==> config.mk <==
export PLATFORM = sky130hd
export DESIGN_NAME = frame_tick_timer_bank_flat
export DESIGN_NICKNAME = d
export VERILOG_FILES = /design/src/ftb_pkg.sv /design/src/ftb_if.sv /design/src/frame_tick_timer_bank.sv /design/src/ftb_front.sv /design/src/ftb_back.sv /design/src/flat_wrapper.sv
export SDC_FILE = /design/constraint.sdc
export NUM_CORES = 2
export LEC_CHECK = 0
export CORE_AREA = 2 2 338 674
export DETAILED_ROUTE_END_ITERATION = 10
export DIE_AREA = 0 0 340 676
export DONT_BUFFER_PORTS = 1
export PLACE_DENSITY = 0.73
export SYNTH_ARGS = -nofsm -noshare
export SYNTH_HDL_FRONTEND = slang
export SYNTH_SLANG_ARGS = --single-unit
==> constraint.sdc <==
create_clock -name clk -period 10.37 [get_ports clk]
set_input_delay 1.037 -clock clk [delete_from_list [all_inputs] [get_ports clk]]
set_output_delay 1.037 -clock clk [all_outputs]
set_load 0.03 [all_outputs]
==> src/ftb_pkg.sv <==
package ftb_pkg;

	localparam int unsigned MAX_TIMERS_DEF    = 16;
	localparam int unsigned PENDING_DEPTH_DEF = 16;

	// Input modes
	localparam logic [1:0] MODE_TICK   = 2'd0;
	localparam logic [1:0] MODE_ADD    = 2'd1;
	localparam logic [1:0] MODE_REMOVE = 2'd2;

	// Result kinds
	localparam logic [2:0] KIND_FRAME    = 3'd0;
	localparam logic [2:0] KIND_FIRED    = 3'd1;
	localparam logic [2:0] KIND_ADDED    = 3'd2;
	localparam logic [2:0] KIND_REMOVED  = 3'd3;
	localparam logic [2:0] KIND_REJECTED = 3'd4;

	// Register indexes (paddr[2])
	localparam logic REG_TPS = 1'b0;
	localparam logic REG_MDT = 1'b1;

	localparam logic [31:0] TPS_RESET  = 32'd10000000;
	localparam logic [31:0] MDT_RESET  = 32'd1000000;
	localparam logic [32:0] WIN_MAX    = '1;
	localparam logic [31:0] ACC_MAX    = '1;
	localparam logic [15:0] FRAMES_MAX = '1;

	typedef enum logic [1:0] {
		CLS_TICK,
		CLS_ADD,
		CLS_REMOVE
	} cls_t;

	typedef struct packed {
		cls_t        cls;
		logic [31:0] elapsed_ticks;
		logic [31:0] interval_ticks;
		logic        repeat_req;
		logic [15:0] timer_id;
	} item_t;

	typedef struct packed {
		logic  valid;
		item_t item;
	} head_t;

	typedef struct packed {
		logic [2:0]  kind;
		logic [15:0] timer_id_res;
		logic [31:0] clamped_delta;
		logic [15:0] fps;
		logic        last;
	} res_t;

	typedef enum logic [3:0] {
		ST_IDLE,
		ST_WIN,
		ST_FPS,
		ST_REPORT,
		ST_COMPACT,
		ST_APPEND,
		ST_SUM,
		ST_FIRE,
		ST_ADD,
		ST_REMOVE,
		ST_END
	} state_t;

endpackage

==> src/ftb_if.sv <==
interface ftb_in_if;
	logic        valid;
	logic        ready;
	logic [1:0]  mode;
	logic [31:0] elapsed_ticks;
	logic [31:0] interval_ticks;
	logic        repeat_req;
	logic [15:0] timer_id;

	modport source (output valid, mode, elapsed_ticks, interval_ticks, repeat_req, timer_id,
		input ready);
	modport sink (input valid, mode, elapsed_ticks, interval_ticks, repeat_req, timer_id,
		output ready);
endinterface

interface ftb_out_if;
	logic        valid;
	logic        ready;
	logic [2:0]  kind;
	logic [15:0] timer_id_res;
	logic [31:0] clamped_delta;
	logic [15:0] fps;
	logic        last;

	modport source (output valid, kind, timer_id_res, clamped_delta, fps, last,
		input ready);
	modport sink (input valid, kind, timer_id_res, clamped_delta, fps, last,
		output ready);
endinterface

==> src/frame_tick_timer_bank.sv <==
// Add and remove requests go through the front queue, ST_ADD or ST_REMOVE into
// staging and ST_END into the output register, waiting while results stall.
// Frame tick: window, fps, report, then A active timers walked for removal, P
// pending additions appended, T timers summed and checked, one at a time.
// The front queue holds two requests, so requests are taken while a tick runs.
// Reset clears counts, frame window, ids and registers to their defaults;
// timer and queue tables hold no reset and are only read below their counts.
module frame_tick_timer_bank #(
	parameter int unsigned MAX_TIMERS    = ftb_pkg::MAX_TIMERS_DEF,
	parameter int unsigned PENDING_DEPTH = ftb_pkg::PENDING_DEPTH_DEF
) (
	input  logic        clk,
	input  logic        arst_n,
	ftb_in_if.sink      in_ch,
	ftb_out_if.source   out_ch,
	input  logic        psel,
	input  logic        penable,
	input  logic        pwrite,
	input  logic [2:0]  paddr,
	input  logic [31:0] pwdata,
	output logic [31:0] prdata,
	output logic        pready
);

	logic [31:0]    tps_q;
	logic [31:0]    mdt_q;
	ftb_pkg::head_t head;
	logic           pop;

	assign pready = 1'b1;
	assign prdata = (paddr[2] == ftb_pkg::REG_MDT) ? mdt_q : tps_q;

	// Register writes
	always_ff @(posedge clk or negedge arst_n) begin
		if (!arst_n) begin
			tps_q <= ftb_pkg::TPS_RESET;
			mdt_q <= ftb_pkg::MDT_RESET;
		end else if (psel && penable && pwrite && pready) begin
			if (paddr[2] == ftb_pkg::REG_MDT) mdt_q <= pwdata;
			else                              tps_q <= pwdata;
		end
	end

	ftb_front u_front (
		.clk    (clk),
		.arst_n (arst_n),
		.in_ch  (in_ch),
		.head   (head),
		.pop    (pop)
	);

	ftb_back #(
		.MAX_TIMERS    (MAX_TIMERS),
		.PENDING_DEPTH (PENDING_DEPTH)
	) u_back (
		.clk    (clk),
		.arst_n (arst_n),
		.head   (head),
		.pop    (pop),
		.tps    (tps_q),
		.mdt    (mdt_q),
		.out_ch (out_ch)
	);

endmodule

==> src/ftb_front.sv <==
module ftb_front (
	input  logic            clk,
	input  logic            arst_n,
	ftb_in_if.sink          in_ch,
	output ftb_pkg::head_t  head,
	input  logic            pop
);

	ftb_pkg::item_t q_q [2];
	logic           wp_q;
	logic           rp_q;
	logic [1:0]     cnt_q;
	logic           push;
	ftb_pkg::item_t item;

	assign in_ch.ready = (cnt_q != 2'd2);

	// Classify the request; the undefined mode is dropped here
	always_comb begin
		item.elapsed_ticks  = in_ch.elapsed_ticks;
		item.interval_ticks = in_ch.interval_ticks;
		item.repeat_req     = in_ch.repeat_req;
		item.timer_id       = in_ch.timer_id;
		push                = in_ch.valid && in_ch.ready;
		unique case (in_ch.mode)
			ftb_pkg::MODE_TICK:   item.cls = ftb_pkg::CLS_TICK;
			ftb_pkg::MODE_ADD:    item.cls = ftb_pkg::CLS_ADD;
			ftb_pkg::MODE_REMOVE: item.cls = ftb_pkg::CLS_REMOVE;
			default: begin
				item.cls = ftb_pkg::CLS_TICK;
				push     = 1'b0;
			end
		endcase
	end

	assign head.valid = (cnt_q != 2'd0);
	assign head.item  = q_q[rp_q];

	// Advance queue pointers
	always_ff @(posedge clk or negedge arst_n) begin
		if (!arst_n) begin
			wp_q  <= 1'b0;
			rp_q  <= 1'b0;
			cnt_q <= 2'd0;
		end else begin
			if (push) wp_q <= ~wp_q;
			if (pop)  rp_q <= ~rp_q;
			cnt_q <= cnt_q + {1'b0, push} - {1'b0, pop};
		end
	end

	// Hold queued items
	always_ff @(posedge clk) begin
		if (push) q_q[wp_q] <= item;
	end

endmodule

==> src/ftb_back.sv <==
module ftb_back #(
	parameter int unsigned MAX_TIMERS    = ftb_pkg::MAX_TIMERS_DEF,
	parameter int unsigned PENDING_DEPTH = ftb_pkg::PENDING_DEPTH_DEF
) (
	input  logic            clk,
	input  logic            arst_n,
	input  ftb_pkg::head_t  head,
	output logic            pop,
	input  logic [31:0]     tps,
	input  logic [31:0]     mdt,
	ftb_out_if.source       out_ch
);

	localparam int unsigned AW  = (MAX_TIMERS > 1) ? $clog2(MAX_TIMERS) : 1;
	localparam int unsigned ACW = $clog2(MAX_TIMERS + 1);
	localparam int unsigned PW  = (PENDING_DEPTH > 1) ? $clog2(PENDING_DEPTH) : 1;
	localparam int unsigned PCW = $clog2(PENDING_DEPTH + 1);

	ftb_pkg::state_t state_q, state_d;
	ftb_pkg::item_t  cur_q;

	logic [31:0] delta_q;
	logic [15:0] frames_q;
	logic [32:0] win_q;
	logic [15:0] fps_q;
	logic [15:0] next_id_q;

	logic [15:0] act_id_q   [MAX_TIMERS];
	logic [31:0] act_intv_q [MAX_TIMERS];
	logic [31:0] act_acc_q  [MAX_TIMERS];
	logic        act_rep_q  [MAX_TIMERS];
	logic [ACW-1:0] act_cnt_q;

	logic [15:0] add_id_q   [PENDING_DEPTH];
	logic [31:0] add_intv_q [PENDING_DEPTH];
	logic        add_rep_q  [PENDING_DEPTH];
	logic [PCW-1:0] add_cnt_q;
	logic [15:0] rm_id_q    [PENDING_DEPTH];
	logic [PCW-1:0] rm_cnt_q;

	logic [ACW-1:0] i_q, w_q;
	logic [PCW-1:0] j_q;
	logic [31:0]    sum_q;

	ftb_pkg::res_t pend_q, out_q, emit_res;
	logic          pend_v_q, out_v_q;

	logic          out_free, can_emit, emit;
	logic [AW-1:0] idx;
	logic          rm_hit, fire, add_full, rm_full, append_go;
	logic [33:0]   win_sum;
	logic [32:0]   acc_sum;

	assign out_free = !out_v_q || out_ch.ready;
	assign can_emit = !pend_v_q || out_free;
	assign idx      = i_q[AW-1:0];
	assign add_full = (add_cnt_q >= PCW'(PENDING_DEPTH));
	assign rm_full  = (rm_cnt_q >= PCW'(PENDING_DEPTH));
	assign win_sum  = {1'b0, win_q} + {2'b0, delta_q};
	assign acc_sum  = {1'b0, act_acc_q[idx]} + {1'b0, delta_q};
	assign fire     = (sum_q >= act_intv_q[idx]);
	assign append_go = (j_q < add_cnt_q) && (act_cnt_q < ACW'(MAX_TIMERS));

	// Match the current timer against queued removals
	always_comb begin
		rm_hit = 1'b0;
		for (int k = 0; k < PENDING_DEPTH; k++) begin
			if ((PCW'(k) < rm_cnt_q) && (rm_id_q[k] == act_id_q[idx])) rm_hit = 1'b1;
		end
	end

	// Next state and result selection
	always_comb begin
		state_d  = state_q;
		pop      = 1'b0;
		emit     = 1'b0;
		emit_res = '0;
		unique case (state_q)
			ftb_pkg::ST_IDLE: begin
				if (head.valid) begin
					pop = 1'b1;
					unique case (head.item.cls)
						ftb_pkg::CLS_TICK:   state_d = ftb_pkg::ST_WIN;
						ftb_pkg::CLS_ADD:    state_d = ftb_pkg::ST_ADD;
						ftb_pkg::CLS_REMOVE: state_d = ftb_pkg::ST_REMOVE;
						default:             state_d = ftb_pkg::ST_IDLE;
					endcase
				end
			end
			ftb_pkg::ST_WIN: state_d = ftb_pkg::ST_FPS;
			ftb_pkg::ST_FPS: state_d = ftb_pkg::ST_REPORT;
			ftb_pkg::ST_REPORT: begin
				emit_res.kind          = ftb_pkg::KIND_FRAME;
				emit_res.clamped_delta = delta_q;
				emit_res.fps           = fps_q;
				if (can_emit) begin
					emit    = 1'b1;
					state_d = ftb_pkg::ST_COMPACT;
				end
			end
			ftb_pkg::ST_COMPACT: begin
				if (i_q >= act_cnt_q) state_d = ftb_pkg::ST_APPEND;
			end
			ftb_pkg::ST_APPEND: begin
				if (!append_go) state_d = ftb_pkg::ST_SUM;
			end
			ftb_pkg::ST_SUM: begin
				state_d = (i_q < act_cnt_q) ? ftb_pkg::ST_FIRE : ftb_pkg::ST_END;
			end
			ftb_pkg::ST_FIRE: begin
				emit_res.kind         = ftb_pkg::KIND_FIRED;
				emit_res.timer_id_res = act_id_q[idx];
				if (!fire) begin
					state_d = ftb_pkg::ST_SUM;
				end else if (can_emit) begin
					emit    = 1'b1;
					state_d = ftb_pkg::ST_SUM;
				end
			end
			ftb_pkg::ST_ADD: begin
				emit_res.kind         = add_full ? ftb_pkg::KIND_REJECTED : ftb_pkg::KIND_ADDED;
				emit_res.timer_id_res = add_full ? 16'd0 : next_id_q;
				if (can_emit) begin
					emit    = 1'b1;
					state_d = ftb_pkg::ST_END;
				end
			end
			ftb_pkg::ST_REMOVE: begin
				emit_res.kind         = rm_full ? ftb_pkg::KIND_REJECTED : ftb_pkg::KIND_REMOVED;
				emit_res.timer_id_res = cur_q.timer_id;
				if (can_emit) begin
					emit    = 1'b1;
					state_d = ftb_pkg::ST_END;
				end
			end
			ftb_pkg::ST_END: begin
				if (out_free) state_d = ftb_pkg::ST_IDLE;
			end
			default: state_d = ftb_pkg::ST_IDLE;
		endcase
	end

	always_ff @(posedge clk or negedge arst_n) begin
		if (!arst_n) state_q <= ftb_pkg::ST_IDLE;
		else         state_q <= state_d;
	end

	// Control state: counts, window, ids and result staging
	always_ff @(posedge clk or negedge arst_n) begin
		if (!arst_n) begin
			act_cnt_q <= '0;
			add_cnt_q <= '0;
			rm_cnt_q  <= '0;
			next_id_q <= '0;
			frames_q  <= '0;
			win_q     <= '0;
			fps_q     <= '0;
			pend_v_q  <= 1'b0;
			out_v_q   <= 1'b0;
			i_q       <= '0;
			w_q       <= '0;
			j_q       <= '0;
		end else begin
			// Load the output register from staging, else drain it
			if ((emit && pend_v_q) ||
				(state_q == ftb_pkg::ST_END && out_free && pend_v_q)) out_v_q <= 1'b1;
			else if (out_v_q && out_ch.ready) out_v_q <= 1'b0;
			if (emit) pend_v_q <= 1'b1;
			unique case (state_q)
				ftb_pkg::ST_WIN: begin
					if (frames_q != ftb_pkg::FRAMES_MAX) frames_q <= frames_q + 16'd1;
					win_q <= win_sum[33] ? ftb_pkg::WIN_MAX : win_sum[32:0];
				end
				ftb_pkg::ST_FPS: begin
					if (win_q >= {1'b0, tps}) begin
						fps_q    <= frames_q;
						win_q    <= win_q - {1'b0, tps};
						frames_q <= '0;
					end
					i_q <= '0;
					w_q <= '0;
				end
				ftb_pkg::ST_COMPACT: begin
					if (i_q < act_cnt_q) begin
						i_q <= i_q + ACW'(1);
						if (!rm_hit) w_q <= w_q + ACW'(1);
					end else begin
						act_cnt_q <= w_q;
						rm_cnt_q  <= '0;
						j_q       <= '0;
					end
				end
				ftb_pkg::ST_APPEND: begin
					if (append_go) begin
						act_cnt_q <= act_cnt_q + ACW'(1);
						j_q       <= j_q + PCW'(1);
					end else begin
						add_cnt_q <= '0;
						i_q       <= '0;
					end
				end
				ftb_pkg::ST_FIRE: begin
					if (!fire || can_emit) i_q <= i_q + ACW'(1);
				end
				ftb_pkg::ST_ADD: begin
					if (can_emit && !add_full) begin
						add_cnt_q <= add_cnt_q + PCW'(1);
						next_id_q <= next_id_q + 16'd1;
					end
				end
				ftb_pkg::ST_REMOVE: begin
					if (can_emit && !rm_full) rm_cnt_q <= rm_cnt_q + PCW'(1);
				end
				ftb_pkg::ST_END: begin
					if (out_free && pend_v_q) pend_v_q <= 1'b0;
				end
				default: ;
			endcase
		end
	end

	// Payload: timer tables, queues and result registers
	always_ff @(posedge clk) begin
		if (pop) begin
			cur_q   <= head.item;
			delta_q <= (head.item.elapsed_ticks > mdt) ? mdt : head.item.elapsed_ticks;
		end
		if (emit) begin
			if (pend_v_q) out_q <= pend_q;
			pend_q <= emit_res;
		end
		unique case (state_q)
			ftb_pkg::ST_COMPACT: begin
				if ((i_q < act_cnt_q) && !rm_hit) begin
					act_id_q[w_q[AW-1:0]]   <= act_id_q[idx];
					act_intv_q[w_q[AW-1:0]] <= act_intv_q[idx];
					act_acc_q[w_q[AW-1:0]]  <= act_acc_q[idx];
					act_rep_q[w_q[AW-1:0]]  <= act_rep_q[idx];
				end
			end
			ftb_pkg::ST_APPEND: begin
				if (append_go) begin
					act_id_q[act_cnt_q[AW-1:0]]   <= add_id_q[j_q[PW-1:0]];
					act_intv_q[act_cnt_q[AW-1:0]] <= add_intv_q[j_q[PW-1:0]];
					act_rep_q[act_cnt_q[AW-1:0]]  <= add_rep_q[j_q[PW-1:0]];
					act_acc_q[act_cnt_q[AW-1:0]]  <= '0;
				end
			end
			ftb_pkg::ST_SUM: begin
				sum_q <= acc_sum[32] ? ftb_pkg::ACC_MAX : acc_sum[31:0];
			end
			ftb_pkg::ST_FIRE: begin
				if (!fire) act_acc_q[idx] <= sum_q;
				else if (can_emit)
					act_acc_q[idx] <= act_rep_q[idx] ? (sum_q - act_intv_q[idx]) : sum_q;
			end
			ftb_pkg::ST_ADD: begin
				if (can_emit && !add_full) begin
					add_id_q[add_cnt_q[PW-1:0]]   <= next_id_q;
					add_intv_q[add_cnt_q[PW-1:0]] <= cur_q.interval_ticks;
					add_rep_q[add_cnt_q[PW-1:0]]  <= cur_q.repeat_req;
				end
			end
			ftb_pkg::ST_REMOVE: begin
				if (can_emit && !rm_full) rm_id_q[rm_cnt_q[PW-1:0]] <= cur_q.timer_id;
			end
			ftb_pkg::ST_END: begin
				// Mark the final result of the request
				if (out_free && pend_v_q)
					out_q <= {pend_q[$bits(ftb_pkg::res_t)-1:1], 1'b1};
			end
			default: ;
		endcase
	end

	assign out_ch.valid         = out_v_q;
	assign out_ch.kind          = out_q.kind;
	assign out_ch.timer_id_res  = out_q.timer_id_res;
	assign out_ch.clamped_delta = out_q.clamped_delta;
	assign out_ch.fps           = out_q.fps;
	assign out_ch.last          = out_q.last;

endmodule

==> src/flat_wrapper.sv <==
// flat-port wrapper written by rule: the top's interface ports become plain ports
module frame_tick_timer_bank_flat 
#(
	parameter int unsigned MAX_TIMERS    = ftb_pkg::MAX_TIMERS_DEF,
	parameter int unsigned PENDING_DEPTH = ftb_pkg::PENDING_DEPTH_DEF
)
  (clk, arst_n, psel, penable, pwrite, paddr, pwdata, prdata, pready, in_ch_valid, in_ch_mode, in_ch_elapsed_ticks, in_ch_interval_ticks, in_ch_repeat_req, in_ch_timer_id, in_ch_ready, out_ch_valid, out_ch_kind, out_ch_timer_id_res, out_ch_clamped_delta, out_ch_fps, out_ch_last, out_ch_ready);
  ftb_in_if in_ch_i ();
  ftb_out_if out_ch_i ();
  input  logic clk;
  input  logic arst_n;
  input  logic psel;
  input  logic penable;
  input  logic pwrite;
  input  logic [2:0] paddr;
  input  logic [31:0] pwdata;
  output logic [31:0] prdata;
  output logic pready;
  input wire logic [$bits(in_ch_i.valid)-1:0] in_ch_valid;
  input wire logic [$bits(in_ch_i.mode)-1:0] in_ch_mode;
  input wire logic [$bits(in_ch_i.elapsed_ticks)-1:0] in_ch_elapsed_ticks;
  input wire logic [$bits(in_ch_i.interval_ticks)-1:0] in_ch_interval_ticks;
  input wire logic [$bits(in_ch_i.repeat_req)-1:0] in_ch_repeat_req;
  input wire logic [$bits(in_ch_i.timer_id)-1:0] in_ch_timer_id;
  output wire logic [$bits(in_ch_i.ready)-1:0] in_ch_ready;
  output wire logic [$bits(out_ch_i.valid)-1:0] out_ch_valid;
  output wire logic [$bits(out_ch_i.kind)-1:0] out_ch_kind;
  output wire logic [$bits(out_ch_i.timer_id_res)-1:0] out_ch_timer_id_res;
  output wire logic [$bits(out_ch_i.clamped_delta)-1:0] out_ch_clamped_delta;
  output wire logic [$bits(out_ch_i.fps)-1:0] out_ch_fps;
  output wire logic [$bits(out_ch_i.last)-1:0] out_ch_last;
  input wire logic [$bits(out_ch_i.ready)-1:0] out_ch_ready;
  assign in_ch_i.valid = in_ch_valid;
  assign in_ch_i.mode = in_ch_mode;
  assign in_ch_i.elapsed_ticks = in_ch_elapsed_ticks;
  assign in_ch_i.interval_ticks = in_ch_interval_ticks;
  assign in_ch_i.repeat_req = in_ch_repeat_req;
  assign in_ch_i.timer_id = in_ch_timer_id;
  assign in_ch_ready = in_ch_i.ready;
  assign out_ch_valid = out_ch_i.valid;
  assign out_ch_kind = out_ch_i.kind;
  assign out_ch_timer_id_res = out_ch_i.timer_id_res;
  assign out_ch_clamped_delta = out_ch_i.clamped_delta;
  assign out_ch_fps = out_ch_i.fps;
  assign out_ch_last = out_ch_i.last;
  assign out_ch_i.ready = out_ch_ready;
  frame_tick_timer_bank #(.MAX_TIMERS(MAX_TIMERS), .PENDING_DEPTH(PENDING_DEPTH)) u_core (.clk(clk), .arst_n(arst_n), .in_ch(in_ch_i), .out_ch(out_ch_i), .psel(psel), .penable(penable), .pwrite(pwrite), .paddr(paddr), .pwdata(pwdata), .prdata(prdata), .pready(pready));
endmodule
## After elaboration in Yosys (flattened, before gate mapping)

Memories as Yosys holds them, arrays and structs flattened.
Cells that the tools add are included.

| word-level totals | value |
|---|---|
| register bits after elaboration | 433 |
| memory bits (writable) | 2,502 |
| input port bits | 125 |
| logic and storage cells | 310 |
| memories kept | 9 |

| cells by class | value |
|---|---|
| add/sub/neg operators | 14 |
| magnitude comparators | 25 |
| equality and inequality tests | 48 |
| muxes and demuxes | 109 |
| bitwise gates (word level) | 4 |
| reduce and logical (&&, ||, !) cells | 69 |

Memory list:

| name | words | width | rd ports | clocked after memory_dff | wr ports | line | RTL |
|---|---|---|---|---|---|---|---|
| u_core.u_back.act_acc_q | 16 | 32 | 1 | 0 | 1 | ftb_back.sv:30 | `logic [31:0] act_acc_q [MAX_TIMERS];` |
| u_core.u_back.act_intv_q | 16 | 32 | 1 | 0 | 1 | ftb_back.sv:29 | `logic [31:0] act_intv_q [MAX_TIMERS];` |
| u_core.u_back.add_intv_q | 16 | 32 | 1 | 0 | 1 | ftb_back.sv:35 | `logic [31:0] add_intv_q [PENDING_DEPTH];` |
| u_core.u_back.act_id_q | 16 | 16 | 1 | 0 | 1 | ftb_back.sv:28 | `logic [15:0] act_id_q [MAX_TIMERS];` |
| u_core.u_back.add_id_q | 16 | 16 | 1 | 0 | 1 | ftb_back.sv:34 | `logic [15:0] add_id_q [PENDING_DEPTH];` |
| u_core.u_back.rm_id_q | 16 | 16 | 16 | 0 | 1 | ftb_back.sv:38 | `logic [15:0] rm_id_q [PENDING_DEPTH];` |
| 3 more memories | n/a | n/a | n/a | n/a | n/a | n/a |  |

Operator list:

| cell | number |
|---|---|
| two-way mux 68 bit | 4 |
| equality test 16 bit | 16 |
| two-way mux 32 bit | 7 |
| OR reduction 32 bit | 3 |
| two-way mux 33 bit | 2 |
| one-hot mux 33 bit (2 select lines) | 1 |
| two-way mux 16 bit | 4 |
| two-way mux 4 bit | 14 |
| two-way mux 5 bit | 11 |
| two-way mux 1 bit | 51 |
| one-hot mux 5 bit (2 select lines) | 5 |
| one-hot mux 16 bit (3 select lines) | 1 |
| less-than comparator 4 x 5 -> 1 bit (first input constant) | 8 |
| one-hot mux 4 bit (10 select lines) | 1 |
| adder 33 x 32 -> 34 bit | 1 |
| adder 32 x 32 -> 33 bit | 1 |
| >= comparator 33 x 32 -> 1 bit | 1 |
| subtractor 33 x 32 -> 33 bit | 1 |
| adder 16 x 1 -> 16 bit (second input constant) | 2 |
| >= comparator 32 bit | 1 |
| greater-than comparator 32 bit | 1 |
| one-hot mux 16 bit (2 select lines) | 1 |
| subtractor 32 bit | 1 |
| adder 5 x 1 -> 5 bit (second input constant) | 6 |
| 42 further kinds | 125 |

## Logic depth before layout (Yosys ltp)

An unclocked memory read counts as a cell.

| depth | value |
|---|---|
| word-level depth | 26 |
| mapped depth | 27 |

## Cells and area by module

From an unflattened synthesis, not the netlist that was laid out.

| second synthesis, totals | value |
|---|---|
| cell total of the unflattened synthesis | 7,104 |
| area total of the unflattened synthesis | 124,548.2 µm² |

By module, submodules not included:

| module | instances | cells an instance | area each (µm²) | seq. area each (µm²) |
|---|---|---|---|---|
| ftb_back | 1 | 6,651 | 115,173.0 | 79,841.6 |
| ftb_front | 1 | 279 | 6,444.9 | 5,084.9 |
| frame_tick_timer_bank | 1 | 174 | 2,930.3 | 1,620.3 |

## Least setup slack after synthesis

OpenSTA, ideal clock, no wires.

| timing path | value |
|---|---|
| kind | flip-flop to flip-flop |
| start | register u_core.u_back.i_q[0] |
| end | register u_core.u_back.pend_q[10] in the netlist's numbering, enable pin |
| library setup time | 0.492 ns |
| arrival | 8.217 ns |
| data required time | 9.878 ns |
| slack | 1.660 ns |
| cell stages (with the launch flop) | 23 |
| buffers on the path | 8 |
| clock period less this slack | 8.710 ns |
| cell sequence | dfrtp_1 -> buf_6 -> buf_6 -> buf_6 -> buf_8 -> buf_6 -> clkbuf_1 -> clkbuf_1 -> clkbuf_1 -> mux4_2 -> mux4_2 -> ha_1 -> fa_1 -> nor2b_1 -> o21ai_0 -> nand2b_1 -> a21oi_1 -> o21ai_1 -> o21ai_0 -> a221o_1 -> a211oi_1 -> nor2_1 -> nor2_1 |

| between the ends | value |
|---|---|
| word-level cells in the longest chain between the ends | 4 |

RTL lines:

| what | line | RTL |
|---|---|---|
| start: declaration | ftb_back.sv:41 | `logic [ACW-1:0] i_q, w_q;` |
| start signal: assignment | ftb_back.sv:185 | `i_q <= i_q + ACW'(1);` |
| start signal: assignment | ftb_back.sv:203 | `if (!fire \|\| can_emit) i_q <= i_q + ACW'(1);` |
| memory read (16 x 32 bit) | n/a |  |
| >= comparator 32 bit | ftb_back.sv:61 | `assign fire = (sum_q >= act_intv_q[idx]);` |
| two-way mux 1 bit | ftb_back.sv:113 | `if (!fire) begin` |
| one-hot mux 1 bit (2 select lines) | ftb_back.sv:78 | `unique case (state_q)` |
| via u_core.u_back.emit | ftb_back.sv:48 | `logic out_free, can_emit, emit;` |
| end signal: assignment | ftb_back.sv:230 | `pend_q <= emit_res;` |
| end: declaration | ftb_back.sv:45 | `ftb_pkg::res_t pend_q, out_q, emit_res;` |

The timed path passes the listed nets, and every way through them passes these cells.
A chain may end at the register's enable or synchronous reset.

## Worst setup path after layout

| timing path | value |
|---|---|
| start | register u_core.u_back.i_q[0] |
| end | memory u_core.u_back.act_intv_q[13][7], enable pin |

| between the ends | value |
|---|---|
| word-level cells in the longest chain between the ends | 25 |
| elaborated cells between the ends (all ways) | 56 |
| those cells by class | order compare (1); eq/ne (16); mux (20); reduce/logical (18); memory (1) |

RTL lines:

| what | line | RTL |
|---|---|---|
| memory read (16 x 16 bit) | n/a |  |
| equality test 16 bit | ftb_back.sv:68 | `if ((PCW'(k) < rm_cnt_q) && (rm_id_q[k] == act_id_q[idx])) rm_hit = 1'b1;` |
| logical AND 1 bit | ftb_back.sv:68 |  |
| two-way mux 1 bit (16 in series) | ftb_back.sv:68 |  |
| logical NOT 1 bit | ftb_back.sv:234 | `if ((i_q < act_cnt_q) && !rm_hit) begin` |
| logical AND 1 bit (*) | ftb_back.sv:234 |  |
| two-way mux 1 bit (*) | ftb_back.sv:234 |  |
| two-way mux 1 bit (*) | ftb_back.sv:232 | `unique case (state_q)` |
| two-way mux 1 bit (not written as such) (*) | ftb_back.sv:236 | `act_intv_q[w_q[AW-1:0]] <= act_intv_q[idx];` |
| two-way mux 1 bit (no source line) (*) | n/a |  |
| end: declaration | ftb_back.sv:29 |  |

Every way passes the cells marked *; elsewhere a longest branch is shown, timed or not.

==> metrics.txt <==
Avg Inst Size Synth=18.0 µm²; DR vias/cell=around 6.5; area of the mapped netlist=about 120,000 µm²; total CTS buffers=241; Peak Freq=about 0.12 GHz; GPL Wtd Cong=1.03; Pins Over Slew Limit=0; Worst path max stage delay=a little over 0.9 ns; Sw Ratio=about 34%; largest fanout on the critical path=about 110; Max Root-Sink Buffers=4; Clock Skew=between 0.04 and 0.05 ns; crit path cell chain=buf_4 -> buf_12 -> buf_4 -> and2_1 -> a22o_1 -> o21a_1 -> nor2_2 -> xor2_1 -> nor4b_1 -> o2111ai_1 -> o311ai_1 -> nor3_1 -> buf_4 -> nand2_2 -> o22ai_4 -> and3_2 -> buf_4; crit path launch type=flop; post-synth top area cell=edfxtp_1; nets=7,299; aggregate negative setup slack=0 ns; Seq/Total Area, Yosys=a little over two thirds; total grt overflow=0; maximum vdd drop=between 200 and 250 µV; reg-to-reg setup timing slack=between 2 and 2.5 ns; Syn Nets=approximately 7,100; port bufs=0; Clock power frac=between 20% and 30%; Syn-to-layout area delta=10.8%; PwrDens=286 nW/µm²; RSZ-0062 raised after global routing=false; commonest non-fill, non-tap cells in the layout=edfxtp_1 (2,682), mux4_2 (629), nand2_1 (304); Starting Density=54.8%; EDFF count, synth=2,682; Final setup viols=0; storage element area=a little under 90,000 µm²; H-Tree Level Count=4; Die ar.=about 230,000 µm²; antenna violations before repair=10; vias in the first global route=just under 70,000; status=completed; Multi-input gate area=~35,000 µm²; buffer and inverter count on the worst path=5; io pins=roughly 230; largest net degree at the start of global routing=between 150 and 200; Final Util=between 60 and 70%; Ys Warns=0; share of layout cells above drive strength 1=around 23%; Core ar.=~220,000 µm²; Die Y=676 µm; leakage=44.6 nW; Wirelength per Cell=around 33 µm; ys flop type=edfxtp_1; DRC viols=0; placed insts=roughly 9,700; Post-synth ARST share=6.30%; sequential power share=a little over two fifths; All-Layer GR Usage=between 20 and 30%; Slew @ Worst Pin=1.37 ns; first-pass GRT wire length=about 480,000 µm; Critical Path Most Common Cell=buf_4; Switch Pwr=about 13 mW; Yosys reg bits=roughly 2,900; type of destination of the critical path=flop; share of the synthesized area in the top cell type=roughly 66%; Crit Path Class=reg -> reg; post-route ant nets=0; Detailed Route Iter0 Violations=between 6,000 and 7,000; final wirelength=333,000 µm; total power=between 30 and 40 mW; most common cell after layout, fill and taps aside=edfxtp_1; largest cells by area after synthesis=edfxtp_1 (66%), mux4_2 (12%), dfrtp_1 (3.5%); max_cap viols=0; Clk Latency, worst-skew pair=0.91 ns; clock slew at reported path FFs=approximately 0.07 ns; DP HPWL=about 210,000 µm; Finished Layout Cells=slightly above 10,000; fill count=approximately 16,000; die width=between 300 and 400 µm; FP Rows=between 200 and 250; min cycle time layout=around 8.1 ns; total number of vias=around 66,000; Slowest cell on crit path=nor4b_1; hold crit path type=in -> reg; CP delay by family, top=buffers and inverters; clk root buf=clkbuf_16; Synth cell types=100; Gate power share=32.0%; Worst EP arrival=8.74 ns; Internal=25.7 mW; WP data required=roughly 11 ns; final hold violations=0; Pre-antenna DRT Iters=7; CTS tree=done; Rel. slew slack=8.38%; clk sink count=~2,900; Tcrit/Tclk final=between 70 and 80%; Syn Inst Count=6,823
power by group through the flow:
| stage | clock [mW] | sequential, mW | combinational, mW |
|---|---|---|---|
| floorplan | 0 | 16.6 | 8.34 |
| global placement | 0 | 17.0 | 11.9 |
| detailed placement | 0 | 17.1 | 12.2 |
| CTS | 9.78 | 16.8 | 12.3 |
| global route | 10.1 | 16.9 | 13.3 |
| finish | 9.67 | 16.8 | 12.4 |
layout make-up:
class                   count  share of cell area, %
diodes                      9                 0.0165
repair buffers            233                   1.48
well taps                2976                   2.74
flip-flops and latches   2935                   63.6
clock inverters           151                   1.35
multi-input cells        3400                   25.6
inverters                 174                  0.485
clock buffers             291                   4.76
cells by family after synthesis:
family	after synthesis	share of synthesized area [%]
DFF	2935	70.4
and+or+nand+nor	987	3.90
muxes	980	14.7
AOI/OAI and AO/OA	832	4.38
buffers and inverters	488	1.65
xor gates and xnor gates	411	2.93
adders and majority gates	189	1.95
other	1	0.00305
what timing repair did:
item / CTS / global route
endpoints found under the hold margin: 175 / 0
buffers inserted: 0 / 0
gates resized for setup: 0 / 0
hold buffers: 2 / 0
worst register-to-register path: cells and delay by family (launching register included):
kind / cells / cell delay, ns
AND/OR/NAND/NOR: 6 / 2.39
AO/OA/AOI/OAI: 5 / 1.58
buffers and inverters: 5 / 2.85
flip-flops: 1 / 0.79
XOR/XNOR: 1 / 0.18
final timing paths:
kind	startpoint	cells past startpoint	end
setup reg to reg	u_core.u_back.i_q[0]$_DFFE_PN0P_	17	u_core.u_back.act_intv_q[13][7]$_DFFE_PP_
setup / recovery	u_core.u_back.i_q[0]$_DFFE_PN0P_	17	u_core.u_back.act_intv_q[13][7]$_DFFE_PP_
hold / removal	in_ch_interval_ticks[4]	0	u_core.u_front.q_q[0][21]$_DFFE_PP_
hold reg to reg	u_core.u_back.pend_q[1]$_SDFFCE_PN0P_	1	u_core.u_back.out_ch.fps[0]$_DFF_P_
min in group asynchronous	arst_n	1	u_core.u_back.win_q[5]$_DFFE_PN0P_
max in group asynchronous	arst_n	1	u_core.tps_q[23]$_DFFE_PN1P_
routing by layer:
| layer | global-route usage [%] | share of wire (%) | vias to the layer above | wire, µm |
|---|---|---|---|---|
| li1 | - | - | 27500 | - |
| met1 | 32.2 | 33 | 34500 | 110000 |
| met2 | 51.0 | 52 | 3153 | 173000 |
| met3 | 4.26 | 6.8 | 961 | 22800 |
| met4 | 20.1 | 8.3 | 4 | 27500 |
| met5 | 0 | 0.0069 | - | 23 |
Yosys cell counts, types with 28 or more instances:
cell type and instances:
a21o_1 70, a21oi_1 166, and2_1 60, and3_1 48, buf_1 64, clkbuf_1 202, dfrtp_1 170, dfxtp_1 68
edfxtp_1 2682, ha_1 185, inv_1 172, mux2_2 265, mux2i_1 71, mux4_2 629, nand2_1 305, nand2b_1 33
nand3_1 98, nand4_1 62, nor2_1 183, nor2b_1 36, nor3_1 72, nor4_1 28, o21ai_0 268, o22ai_1 43
xnor2_1 247, xor2_1 164
metrics by stage:
stage | area (µm²) | setup slack, ns | hold WS, ns
after floorplan | 123000 | 1.66 | 0.449
after global placement | 128000 | 2.48 | 0.453
after detailed placement | 128000 | 2.43 | 0.458
after CTS | 136000 | 2.42 | 0.166
after global routing | 136000 | 1.90 | 0.179
final | 136000 | 2.24 | 0.214
state kept, by name, indices dropped and copies added (netlist names), 16 cells and up:
| register | cells |
|---|---|
| u_core.u_back.next_id_q | 16 |
| u_core.u_back.pend_q | 67 |
| u_core.u_back.delta_q | 32 |
| u_core.u_back.rm_id_q | 256 |
| u_core.u_back.win_q | 33 |
| u_core.u_back.act_acc_q | 512 |
| u_core.u_back.add_id_q | 256 |
| u_core.u_back.add_intv_q | 512 |
| u_core.u_front.q_q | 166 |
| u_core.u_back.out_ch.clamped_delta | 32 |
| u_core.u_back.out_ch.fps | 16 |
| u_core.u_back.sum_q | 32 |
| u_core.u_back.act_id_q | 256 |
| u_core.u_back.out_ch.timer_id_res | 16 |
| u_core.u_back.add_rep_q | 16 |
| u_core.u_back.cur_q | 49 |
| u_core.u_back.fps_q | 16 |
| u_core.u_back.act_intv_q | 512 |
| u_core.mdt_q | 32 |
| u_core.u_back.frames_q | 16 |
| u_core.u_back.act_rep_q | 16 |
| u_core.tps_q | 32 |
No activity file was read; power rests on OpenSTA's default activity.
